===== config.mk =====
export PLATFORM = sky130hd
export DESIGN_NAME = balanced_bst_level_order_builder_top
export DESIGN_NICKNAME = d
export VERILOG_FILES = /design/src/rtl/bbst_pkg.sv /design/src/rtl/balanced_bst_level_order_builder_top.sv /design/src/rtl/bbst_ram.sv /design/src/rtl/bbst_sort.sv /design/src/rtl/bbst_walk.sv
export SDC_FILE = /design/constraint.sdc
export NUM_CORES = 2
export LEC_CHECK = 0
export ABC_AREA = 1
export BUFFER_PORTS_ARGS = -buffer_cell sky130_fd_sc_hd__buf_2
export CORE_MARGIN = 1
export CORE_UTILIZATION = 25
export DETAILED_ROUTE_END_ITERATION = 8
export GPL_ROUTABILITY_DRIVEN = 0
export HOLD_SLACK_MARGIN = 0.06
export SLEW_MARGIN = 30
export SYNTH_ARGS = -nofsm -noshare
export SYNTH_HDL_FRONTEND = slang
export SYNTH_SLANG_ARGS = --single-unit

===== constraint.sdc =====
create_clock -name clk_i -period 4.75 [get_ports clk_i]
set_clock_uncertainty 0.15 [all_clocks]
set_input_delay 0.7125 -clock clk_i [delete_from_list [all_inputs] [get_ports clk_i]]
set_output_delay 0.7125 -clock clk_i [all_outputs]
set_load 0.01 [all_outputs]

===== src/rtl/bbst_pkg.sv =====
// Shared types, constants and helper functions of the balanced tree builder.
package bbst_pkg;

  localparam int KEY_W = 32;
  localparam int CNT_W = 6;

  typedef struct packed {
    logic signed [KEY_W-1:0] key;
    logic                    last_key;
  } in_t;

  typedef struct packed {
    logic [CNT_W-1:0]        slot;
    logic signed [KEY_W-1:0] node_key;
    logic                    present;
    logic                    last_slot;
  } out_t;

  typedef struct packed {
    logic             we;
    logic [CNT_W-1:0] waddr;
    logic [KEY_W-1:0] wdata;
    logic [CNT_W-1:0] raddr;
  } ram_req_t;

  typedef struct packed {
    logic             present;
    logic [CNT_W-1:0] idx;
  } walk_res_t;

  typedef enum logic [1:0] {
    ST_LOAD,
    ST_SORT,
    ST_WALK,
    ST_FETCH
  } top_st_e;

  typedef enum logic [2:0] {
    S_IDLE,
    S_FETCH,
    S_VGET,
    S_CMP,
    S_PUT,
    S_DONE
  } sort_st_e;

  typedef enum logic {
    W_IDLE,
    W_STEP
  } walk_st_e;

  function automatic logic [CNT_W-1:0] fill_below(logic [CNT_W-1:0] v);
    logic [CNT_W-1:0] a;
    logic [CNT_W-1:0] b;
    a = v | (v >> 1);
    b = a | (a >> 2);
    return b | (b >> 4);
  endfunction

  function automatic logic [2:0] msb_pos(logic [CNT_W-1:0] v);
    logic [2:0] p;
    p = '0;
    for (int k = 0; k < CNT_W; k++) begin
      if (v[k]) begin
        p = 3'(k);
      end
    end
    return p;
  endfunction

endpackage


===== src/rtl/balanced_bst_level_order_builder_top.sv =====
// Top level of the balanced tree builder: key load, sort and level-order emit.
//
// Input channel (in_valid_i, in_stall_o, in_data_i) takes one signed key per
// transfer, one per cycle while loading. Keys beyond MAX_KEYS are dropped.
// A key with last_key set closes the set; in_stall_o then stays high until
// the whole tree array has been handed out.
// Sort: insertion sort in the key RAM, one compare per cycle on the shared
// comparator; each key is read, then compared against the keys to its left,
// which move up one place, until its position is found and it is written.
// Emit: 2^(floor(log2 n)+1)-1 results on the output channel (out_valid_o,
// out_stall_i, out_data_o) in slot order. For a slot at tree level L (root at
// level 0) the walker descends L levels from the root, then the fetch state
// loads the output register from the RAM.
// The output register holds a result while out_stall_i is high and the
// emitter waits; a new set may be loaded while the last result still waits.
// Reset clears the key count, the sequencers and the output valid; the key
// RAM is not cleared.
module balanced_bst_level_order_builder_top
  import bbst_pkg::*;
#(
  parameter int MAX_KEYS = 32
) (
  input  logic clk_i,
  input  logic rst_ni,
  input  logic in_valid_i,
  output logic in_stall_o,
  input  in_t  in_data_i,
  output logic out_valid_o,
  input  logic out_stall_i,
  output out_t out_data_o
);

  localparam int AW = (MAX_KEYS > 1) ? $clog2(MAX_KEYS) : 1;

  top_st_e state_q, state_d;
  logic [CNT_W-1:0] count_q, count_d;
  logic [CNT_W-1:0] slot_q, slot_d;
  logic [CNT_W-1:0] last_q, last_d;
  logic             out_valid_q, out_valid_d;
  out_t             out_q, out_d;

  logic             accept;
  logic             room;
  logic             out_free;
  logic             final_slot;
  logic             sort_start;
  logic             sort_done;
  ram_req_t         sort_req;
  logic             walk_start;
  logic             walk_done;
  walk_res_t        walk_res;
  ram_req_t         ram_req;
  logic [KEY_W-1:0] ram_rdata;

  assign in_stall_o = (state_q != ST_LOAD);
  assign accept     = in_valid_i && !in_stall_o;
  assign room       = count_q < CNT_W'(MAX_KEYS);
  assign out_free   = !out_valid_q || !out_stall_i;
  assign final_slot = (slot_q == last_q);

  always_comb begin
    state_d = state_q;
    case (state_q)
      ST_LOAD:  state_d = (accept && in_data_i.last_key) ? ST_SORT : ST_LOAD;
      ST_SORT:  state_d = sort_done ? ST_WALK : ST_SORT;
      ST_WALK:  state_d = walk_done ? ST_FETCH : ST_WALK;
      ST_FETCH: begin
        if (out_free) begin
          state_d = final_slot ? ST_LOAD : ST_WALK;
        end
      end
      default:  state_d = ST_LOAD;
    endcase
  end

  always_comb begin
    count_d     = count_q;
    slot_d      = slot_q;
    last_d      = last_q;
    sort_start  = 1'b0;
    walk_start  = 1'b0;
    out_d       = out_q;
    out_valid_d = out_valid_q && out_stall_i;
    ram_req     = '0;
    ram_req.raddr = walk_res.idx;
    case (state_q)
      ST_LOAD: begin
        ram_req.waddr = count_q;
        ram_req.wdata = in_data_i.key;
        if (accept) begin
          ram_req.we = room;
          if (room) begin
            count_d = count_q + CNT_W'(1);
          end
          sort_start = in_data_i.last_key;
        end
      end
      ST_SORT: begin
        ram_req = sort_req;
        if (sort_done) begin
          last_d     = fill_below(count_q) - CNT_W'(1);
          slot_d     = '0;
          walk_start = 1'b1;
        end
      end
      ST_FETCH: begin
        if (out_free) begin
          out_valid_d       = 1'b1;
          out_d.slot        = slot_q;
          out_d.present     = walk_res.present;
          out_d.node_key    = walk_res.present ? ram_rdata : '0;
          out_d.last_slot   = final_slot;
          if (final_slot) begin
            count_d = '0;
          end else begin
            slot_d     = slot_q + CNT_W'(1);
            walk_start = 1'b1;
          end
        end
      end
      default: begin
      end
    endcase
  end

  bbst_ram #(
    .WIDTH (KEY_W),
    .DEPTH (MAX_KEYS)
  ) u_key_ram (
    .clk_i   (clk_i),
    .we_i    (ram_req.we),
    .waddr_i (ram_req.waddr[AW-1:0]),
    .wdata_i (ram_req.wdata),
    .raddr_i (ram_req.raddr[AW-1:0]),
    .rdata_o (ram_rdata)
  );

  bbst_sort u_sort (
    .clk_i   (clk_i),
    .rst_ni  (rst_ni),
    .start_i (sort_start),
    .n_i     (count_d),
    .rdata_i (ram_rdata),
    .req_o   (sort_req),
    .done_o  (sort_done)
  );

  bbst_walk u_walk (
    .clk_i   (clk_i),
    .rst_ni  (rst_ni),
    .start_i (walk_start),
    .n_i     (count_q),
    .slot_i  (slot_d),
    .done_o  (walk_done),
    .res_o   (walk_res)
  );

  always_ff @(posedge clk_i or negedge rst_ni) begin
    if (!rst_ni) begin
      state_q     <= ST_LOAD;
      count_q     <= '0;
      out_valid_q <= 1'b0;
    end else begin
      state_q     <= state_d;
      count_q     <= count_d;
      out_valid_q <= out_valid_d;
    end
  end

  always_ff @(posedge clk_i) begin
    slot_q <= slot_d;
    last_q <= last_d;
    out_q  <= out_d;
  end

  assign out_valid_o = out_valid_q;
  assign out_data_o  = out_q;

  a_count_bound : assert property (@(posedge clk_i) disable iff (!rst_ni)
    count_q <= CNT_W'(MAX_KEYS))
    else $error("key count above capacity");

  a_sort_done_state : assert property (@(posedge clk_i) disable iff (!rst_ni)
    sort_done |-> state_q == ST_SORT)
    else $error("sort completion outside sort phase");

  a_node_in_range : assert property (@(posedge clk_i) disable iff (!rst_ni)
    (state_q == ST_FETCH && walk_res.present) |-> walk_res.idx < count_q)
    else $error("tree node index beyond key count");

  a_load_source : assert property (@(posedge clk_i) disable iff (!rst_ni)
    (!out_valid_q || !out_stall_i) && out_valid_d |-> state_q == ST_FETCH)
    else $error("output register loaded outside fetch phase");

endmodule


===== src/rtl/bbst_ram.sv =====
// Generic single-write, single-read RAM with registered read data.
module bbst_ram #(
  parameter int WIDTH = 32,
  parameter int DEPTH = 32
) (
  input  logic                                  clk_i,
  input  logic                                  we_i,
  input  logic [(DEPTH > 1 ? $clog2(DEPTH) : 1)-1:0] waddr_i,
  input  logic [WIDTH-1:0]                      wdata_i,
  input  logic [(DEPTH > 1 ? $clog2(DEPTH) : 1)-1:0] raddr_i,
  output logic [WIDTH-1:0]                      rdata_o
);

  logic [WIDTH-1:0] mem_q [DEPTH];
  logic [WIDTH-1:0] rdata_q;

  always_ff @(posedge clk_i) begin
    if (we_i) begin
      mem_q[waddr_i] <= wdata_i;
    end
    rdata_q <= mem_q[raddr_i];
  end

  assign rdata_o = rdata_q;

endmodule


===== src/rtl/bbst_sort.sv =====
// Insertion sort sequencer over the key RAM with one shared signed comparator.
module bbst_sort
  import bbst_pkg::*;
(
  input  logic                    clk_i,
  input  logic                    rst_ni,
  input  logic                    start_i,
  input  logic [CNT_W-1:0]        n_i,
  input  logic signed [KEY_W-1:0] rdata_i,
  output ram_req_t                req_o,
  output logic                    done_o
);

  sort_st_e state_q, state_d;
  logic [CNT_W-1:0] n_q, n_d;
  logic [CNT_W-1:0] i_q, i_d;
  logic [CNT_W-1:0] j_q, j_d;
  logic signed [KEY_W-1:0] v_q, v_d;
  logic less;
  logic more_left;

  assign less      = v_q < rdata_i;
  assign more_left = (i_q + CNT_W'(1)) < n_q;

  always_comb begin
    state_d = state_q;
    case (state_q)
      S_IDLE: begin
        if (start_i) begin
          state_d = (n_i > CNT_W'(1)) ? S_FETCH : S_DONE;
        end
      end
      S_FETCH: state_d = S_VGET;
      S_VGET:  state_d = S_CMP;
      S_CMP: begin
        if (less) begin
          state_d = (j_q == CNT_W'(1)) ? S_PUT : S_CMP;
        end else begin
          state_d = more_left ? S_FETCH : S_DONE;
        end
      end
      S_PUT:   state_d = more_left ? S_FETCH : S_DONE;
      S_DONE:  state_d = S_IDLE;
      default: state_d = S_IDLE;
    endcase
  end

  always_comb begin
    n_d   = n_q;
    i_d   = i_q;
    j_d   = j_q;
    v_d   = v_q;
    req_o = '0;
    case (state_q)
      S_IDLE: begin
        if (start_i) begin
          n_d = n_i;
          i_d = CNT_W'(1);
        end
      end
      S_FETCH: begin
        req_o.raddr = i_q;
      end
      S_VGET: begin
        v_d         = rdata_i;
        j_d         = i_q;
        req_o.raddr = i_q - CNT_W'(1);
      end
      S_CMP: begin
        req_o.we    = 1'b1;
        req_o.waddr = j_q;
        if (less) begin
          req_o.wdata = rdata_i;
          j_d         = j_q - CNT_W'(1);
          req_o.raddr = (j_q == CNT_W'(1)) ? '0 : j_q - CNT_W'(2);
        end else begin
          req_o.wdata = v_q;
          i_d         = i_q + CNT_W'(1);
        end
      end
      S_PUT: begin
        req_o.we    = 1'b1;
        req_o.waddr = '0;
        req_o.wdata = v_q;
        i_d         = i_q + CNT_W'(1);
      end
      default: begin
      end
    endcase
  end

  assign done_o = (state_q == S_DONE);

  always_ff @(posedge clk_i or negedge rst_ni) begin
    if (!rst_ni) begin
      state_q <= S_IDLE;
    end else begin
      state_q <= state_d;
    end
  end

  always_ff @(posedge clk_i) begin
    n_q <= n_d;
    i_q <= i_d;
    j_q <= j_d;
    v_q <= v_d;
  end

endmodule


===== src/rtl/bbst_walk.sv =====
// Path walker: derives the sorted index held by one level-order slot.
module bbst_walk
  import bbst_pkg::*;
(
  input  logic             clk_i,
  input  logic             rst_ni,
  input  logic             start_i,
  input  logic [CNT_W-1:0] n_i,
  input  logic [CNT_W-1:0] slot_i,
  output logic             done_o,
  output walk_res_t        res_o
);

  walk_st_e state_q, state_d;
  logic [CNT_W-1:0] lo_q, lo_d;
  logic [CNT_W-1:0] size_q, size_d;
  logic [CNT_W-1:0] path_q, path_d;
  logic [2:0]       pos_q, pos_d;
  logic [CNT_W-1:0] half;
  logic [CNT_W-1:0] path_init;
  logic             go_right;

  assign half      = size_q >> 1;
  assign path_init = slot_i + CNT_W'(1);
  assign go_right  = path_q[pos_q - 3'd1];

  always_comb begin
    state_d = state_q;
    if (start_i) begin
      state_d = W_STEP;
    end else begin
      case (state_q)
        W_IDLE:  state_d = W_IDLE;
        W_STEP:  state_d = (pos_q == 3'd0) ? W_IDLE : W_STEP;
        default: state_d = W_IDLE;
      endcase
    end
  end

  always_comb begin
    lo_d   = lo_q;
    size_d = size_q;
    path_d = path_q;
    pos_d  = pos_q;
    if (start_i) begin
      lo_d   = '0;
      size_d = n_i;
      path_d = path_init;
      pos_d  = msb_pos(path_init);
    end else if (state_q == W_STEP && pos_q != 3'd0) begin
      pos_d = pos_q - 3'd1;
      if (size_q != '0) begin
        if (go_right) begin
          lo_d   = lo_q + half + CNT_W'(1);
          size_d = size_q - half - CNT_W'(1);
        end else begin
          size_d = half;
        end
      end
    end
  end

  assign done_o        = (state_q == W_STEP) && (pos_q == 3'd0);
  assign res_o.present = (size_q != '0);
  assign res_o.idx     = lo_q + half;

  always_ff @(posedge clk_i or negedge rst_ni) begin
    if (!rst_ni) begin
      state_q <= W_IDLE;
    end else begin
      state_q <= state_d;
    end
  end

  always_ff @(posedge clk_i) begin
    lo_q   <= lo_d;
    size_q <= size_d;
    path_q <= path_d;
    pos_q  <= pos_d;
  end

endmodule


### Yosys cells after proc, flatten, opt, wreduce, memory -nomap -nowiden

Memories as Yosys holds them, arrays and structs flattened. A register that Yosys moved wholly into a read port is not among the register bits.
Index checks and enable logic that the tools add are counted.

* input bits: 37
* word-level logic and storage cells: 142
* flip-flop bits (word level): 136
* output and inout port bits: 42
* memories: 1
* RAM bits: 1024

Memory list
* u_key_ram.mem_q: words 32, width 32, read ports 1, clocked after memory_dff 1, wr ports 1, line bbst_ram.sv:14 `logic [WIDTH-1:0] mem_q [DEPTH];`

* equal/unequal tests: 14
* magnitude comparators: 5
* reductions and logical operators: 26
* bitwise gates (word level): 4
* add/sub/neg operators: 13
* mux-type cells: 60

Operators by type and width (number)
* one-hot mux 39 bit (2 select lines): 2
* two-way mux 6 bit: 14
* one-hot mux 6 bit (2 select lines): 3
* less-than comparator 32 bit: 1
* two-way mux 32 bit: 1
* adder 6 x 1 -> 6 bit, second input constant: 5
* two-way mux 3 bit: 9
* one-hot mux 6 bit (3 select lines): 1
* subtractor 6 x 1 -> 6 bit, second input constant: 3
* two-way mux 1 bit: 16
* two-way mux 5 bit: 3
* one-hot mux 3 bit (5 select lines): 1
* one-hot mux 5 bit (3 select lines): 1
* two-way mux 2 bit: 5
* AND reduction 2 bit: 5
* one-hot mux 2 bit (4 select lines): 1
* nonzero test 2 bit: 4
* adder 6 x 5 -> 6 bit: 1
* equality test 3 x 2 -> 1 bit, second input constant: 2
* equality test 3 bit, second input constant: 2
* equality test 6 x 1 -> 1 bit, second input constant: 1
* equality test 6 bit: 1
* > comparator 6 x 1 -> 1 bit, second input constant: 1
* zero test 3 bit: 2
* other kinds (25): 37

### Depth between registers and ports, before layout

* word-level depth: 11
* depth in mapped cells: 25
* mapped depth without buffers: 23

### Hierarchy

A second synthesis with hierarchy kept.

* cells, all modules: 4638
* area, all modules: 51418.1 sq um

By module, submodules not included
* bbst_ram: times used 1, cells an instance 3536, area an instance 42405.7 sq um, seq. area each 31390.1 sq um
* bbst_sort: times used 1, cells an instance 496, area an instance 3960.0 sq um, seq. area each 1576.5 sq um
* balanced_bst_level_order_builder_top: times used 1, cells an instance 375, area an instance 3244.4 sq um, seq. area each 1726.7 sq um
* bbst_walk: times used 1, cells an instance 231, area an instance 1808.0 sq um, seq. area each 595.6 sq um

### Worst setup path after synthesis

OpenSTA, ideal clock, no wires.

* path type: register to register
* start: register u_sort.v_q[21]
* end: memory u_key_ram.mem_q[0][10], data pin
* required time: 4146 ps
* data arrival time: 3461 ps
* buffers on the path: 1
* setup slack: 685 ps
* clock period less this slack: 4065 ps
* library setup time: 454 ps
* stages on the path, launching flop included: 15
* cell sequence: edfxtp_1 > ha_1 > a21oi_1 > nor2_1 > nor2_1 > nand3_1 > a21oi_2 > nand3_1 > and2_1 > inv_1 > nand2_1 > nand2_1 > buf_2 > a22oi_1 > o21ai_0

RTL lines
* start: declaration: line bbst_sort.sv:18 `logic signed [KEY_W-1:0] v_q, v_d;`
* start signal: assignment: line bbst_sort.sv:106 `v_q <= v_d;`
* end: declaration: line bbst_ram.sv:14

### Worst setup path after layout

* start: register u_key_ram.rdata_q[1] (netlist: u_key_ram.rdata_o[1]) (read register of u_key_ram.mem_q)
* end: register u_key_ram.rdata_q[11] (netlist: u_key_ram.rdata_o[11]) (read register of u_key_ram.mem_q)

* word-level cells in the longest chain between the ends: 4

RTL lines
* start: declaration: line bbst_ram.sv:15 `logic [WIDTH-1:0] rdata_q;`
* less-than comparator 32 bit: line bbst_sort.sv:22 `assign less = v_q < rdata_i;`
* two-way mux 5 bit: line bbst_sort.sv:72 `if (less) begin`
* one-hot mux 5 bit (3 select lines): line bbst_sort.sv:54 `case (state_q)`
* two-way mux 5 bit: line balanced_bst_level_order_builder_top.sv:86 `case (state_q)`

No other way between the ends.
A chain may end at the register's enable or synchronous reset.

==> run_results.csv <==
group,metric,value,unit
outcome,outcome,"completed",
detailed_routing,drtIter0Drc,4539,
finish,drive_gt1_frac,0.107,
finish,area_growth,16.5,%
critical_path,cp.arrival,4.62,ns
timing,setup_viol,0,
detailed_routing,drc,0,
detailed_routing,highest_layer,"met4",
finish,multi_input_area,13700,um^2
logic_synthesis,synth-seq-cells,1191,
detailed_routing,wl_met2,73700,um
detailed_routing,drt.antenna.violating_nets,0,
floorplan,die_x,452,um
logic_synthesis,synthXorXnorAreaFrac,0.00519,
clocking,htree_levels,4,
critical_path,r2r_slack,0.63,ns
finish,fillCellCount,20100,
timing,hold_viol,0,
global_route,grt_max_degree,148,
critical_path,critPathKind,"flop to flop",
logic_synthesis,synthesis.nets,4443,
critical_path,worstPathMaxFanout,75,
clocking,postCtsSetupBuffers,0,
power_and_ir_drop,power,45000,uW
finish,final_cell_mix,"nand3_1, edfxtp_1, nand2_1, inv_1, clkbuf_16",
logic_synthesis,synth_edf_count,1135,
power_and_ir_drop,p_per_area,763,nW/um^2
detailed_routing,routed_wl,158000,um
logic_synthesis,synthAdderAreaFrac,0.0171,
critical_path,crit_required,5.24,ns
logic_synthesis,synth_compound_area_frac,0.0197,
logic_synthesis,avgSynthCellArea,11.7,um^2
power_and_ir_drop,worst_ir_drop_vdd,1.54,mV
logic_synthesis,netlist_top_cells_area,"edfxtp_1, nand3_1, nand2_1, buf_2, dfxtp_1",
global_route,overflow,0,
placement,portBuffers,78,
logic_synthesis,synth_top_area_share,0.674,
logic_synthesis,synth_cell_type_count,48,
finish,nets,4498,
finish,mostFrequentLayoutCell,"nand3_1",
logic_synthesis,yosysWarningCount,0,
detailed_routing,dr.pass1.iters,6,
logic_synthesis,synth-simple-area-share,0.218,
detailed_routing,vias_per_cell,5.01,
critical_path,endpoint,"u_key_ram.rdata_o[11]",
floorplan,die_h,452,um
global_route,grt_pass1_vias,33800,
critical_path,worst_setup_path_start_kind,"flop",
critical_path,crit_start,"u_key_ram.rdata_o[1]",
global_route,grt_pass1_wl,229000,um
timing,finalWorstSetupSlack,0.625,ns
logic_synthesis,synth.yosys.seq_area_share,0.697,
clocking,cts_buffers,131,
global_route,grt_usage,0.150,
floorplan,start_util,0.252,
clocking,cts.sinks,1191,
detailed_routing,dr_wl_met3,14200,um
detailed_routing,wl_per_cell,22.0,um
logic_synthesis,synth.mux.area_fraction,0,
detailed_routing,vias,35800,
logic_synthesis,synth_largest_area_cell,"edfxtp_1",
floorplan,die-area,204000,um^2
flow_run,cap_violations,0,
logic_synthesis,synthFlopType,"edfxtp_1",
timing,final_max_slew_viol_count,0,
logic_synthesis,async_reset_ff_frac,0.0109,
floorplan,io_pins,79,
power_and_ir_drop,leakagePower,0.0208,uW
logic_synthesis,synth_top_family_by_area,"simple AND/OR/NAND/NOR gates",
clocking,clk_latency,0.76,ns
logic_synthesis,syn_area,50600,um^2
logic_synthesis,synthCells,4338,
timing,fmax,242,MHz
timing,period_minus_slack,4.12,ns
clocking,clkTransAtPathRegs,0.06,ns
placement,place_ws,0.752,ns
finish,finalNonFillerCells,7154,
clocking,post_cts_resized,0,
critical_path,r2r_start,"u_key_ram.rdata_o[1]",
critical_path,worst_r2r_path_depth,22,
finish,post-route-util,0.294,
clocking,tritoncts,"yes",
timing,tightestPinTransition,0.943,ns
placement,hpwl,84500,um
floorplan,rows,164,
clocking,cts_hold_buf,1,
floorplan,core-area,200000,um^2
timing,fin_crit_sh,0.868,
timing,maxSlewHeadroom,0.371,
clocking,root_buffer,"clkbuf_16",
finish,final-seq-area,35300,um^2
clocking,clk_path_buf_depth,3,
min_path,holdCritPathClass,"primary input to flop",
critical_path,reg2reg_to,"u_key_ram.rdata_o[11]",
critical_path,cp-end-kind,"flop",
placement,placed_cells,6914,
timing,finalSetupTns,0,ns
detailed_routing,m1WireLength,63200,um
timing,rsz0062_at_grt,"no",
global_route,antenna_found_initial,1,
## cell type report
class,count,area share
tap,2656,0.0564
inverter,178,0.0114
antenna,1,0.0000424
sequential,1191,0.598
clock buffer,185,0.0610
timing repair buffer,216,0.0333
clock inverter,52,0.00717
multi-input combinational,2675,0.233
## cell usage after synthesis, drive strengths merged, types with 4 or more instances
master and n:
nand3 1519, edfxtp 1135, nand2 753, buf 216
inv 177, nor2 100, clkbuf 78, o21ai 75
ha 66, a21oi 46, dfxtp 43, xor2 25
a22oi 17, nor3 14, dfrtp 13, o22ai 11
nand4 10, or2 6, xnor2 5, o211ai 4
## layer usage
| metal | up-vias | GRT usage |
|---|---|---|
| li1 | 15800 | - |
| met1 | 17900 | 0.199 |
| met2 | 1816 | 0.240 |
| met3 | 292 | 0.0255 |
| met4 | 0 | 0.0654 |
| met5 | - | 0 |
## state kept, by name, summed over array words and instances, names as in the netlist
signal	flops
u_sort.i_q	6
u_walk.state_q	1
count_q	6
u_key_ram.mem_q	1024
out_valid_o	1
u_walk.size_q	6
u_key_ram.rdata_o	32
u_sort.n_q	6
u_walk.pos_q	3
slot_q	6
u_walk.lo_q	5
u_walk.path_q	6
last_q	6
u_sort.state_q	3
out_data_o	40
u_sort.v_q	32
u_sort.j_q	6
state_q	2
## stage by stage
step | hold WS [ns] | cell area (um^2)
4_1_cts | 0.0791 | 58900
3_5_place_dp | 0.320 | 54900
6_report | 0.120 | 59000
3_3_place_gp | 0.317 | 54800
5_1_grt | 0.128 | 59000
2_1_floorplan | 0.267 | 50600
## worst min-delay path by stage
stage,cells past startpoint,to,from,slack [ns]
6_report,3,out_valid_o,out_stall_i,0.12
5_1_grt,3,out_valid_o,out_stall_i,0.13
4_1_cts,3,out_valid_o,out_stall_i,0.08
3_5_place_dp,0,u_sort.v_q[20],u_key_ram.rdata_o[20],0.32
3_3_place_gp,0,u_sort.v_q[16],u_key_ram.rdata_o[16],0.32
2_1_floorplan,0,count_q[0],rst_ni,0.27
## logic make-up (layout without fill, tap and decap cells)
group                    count (synthesis)  after routing
AND/OR/NAND/NOR                       2405           2405
other                                    0              1
buffers and inverters                  472            631
AO/OA/AOI/OAI                          172            172
XOR/XNOR                                30             30
flip-flops                            1191           1191
adder cells (fa/ha/maj)                 68             68
## critical path, cell delays in order (launching register included)
cell	delay, ns
dfxtp_1	0.56
inv_1	0.08
ha_1	0.30
nand2_1	0.07
nand2_1	0.04
nand2_1	0.06
nand2_1	0.07
nand2_1	0.07
nand2_1	0.12
nand2_1	0.09
nand2_1	0.08
nand2_1	0.12
nand3_1	0.13
nand4_1	0.20
nand3_4	0.23
nand2_8	0.42
buf_12	0.34
nand2_1	0.10
nand3_1	0.09
nand3_1	0.07
nand3_1	0.12
nand3_1	0.11
nand2_1	0.24
## power breakdown
group          total [uW]  switching (uW)  internal (uW)
Clock                9640            4130           5510
Combinational       21900           15500           6420
Sequential          13500             546          12900
Total               45000           20200          24800
(Power assumes the default switching activity.)
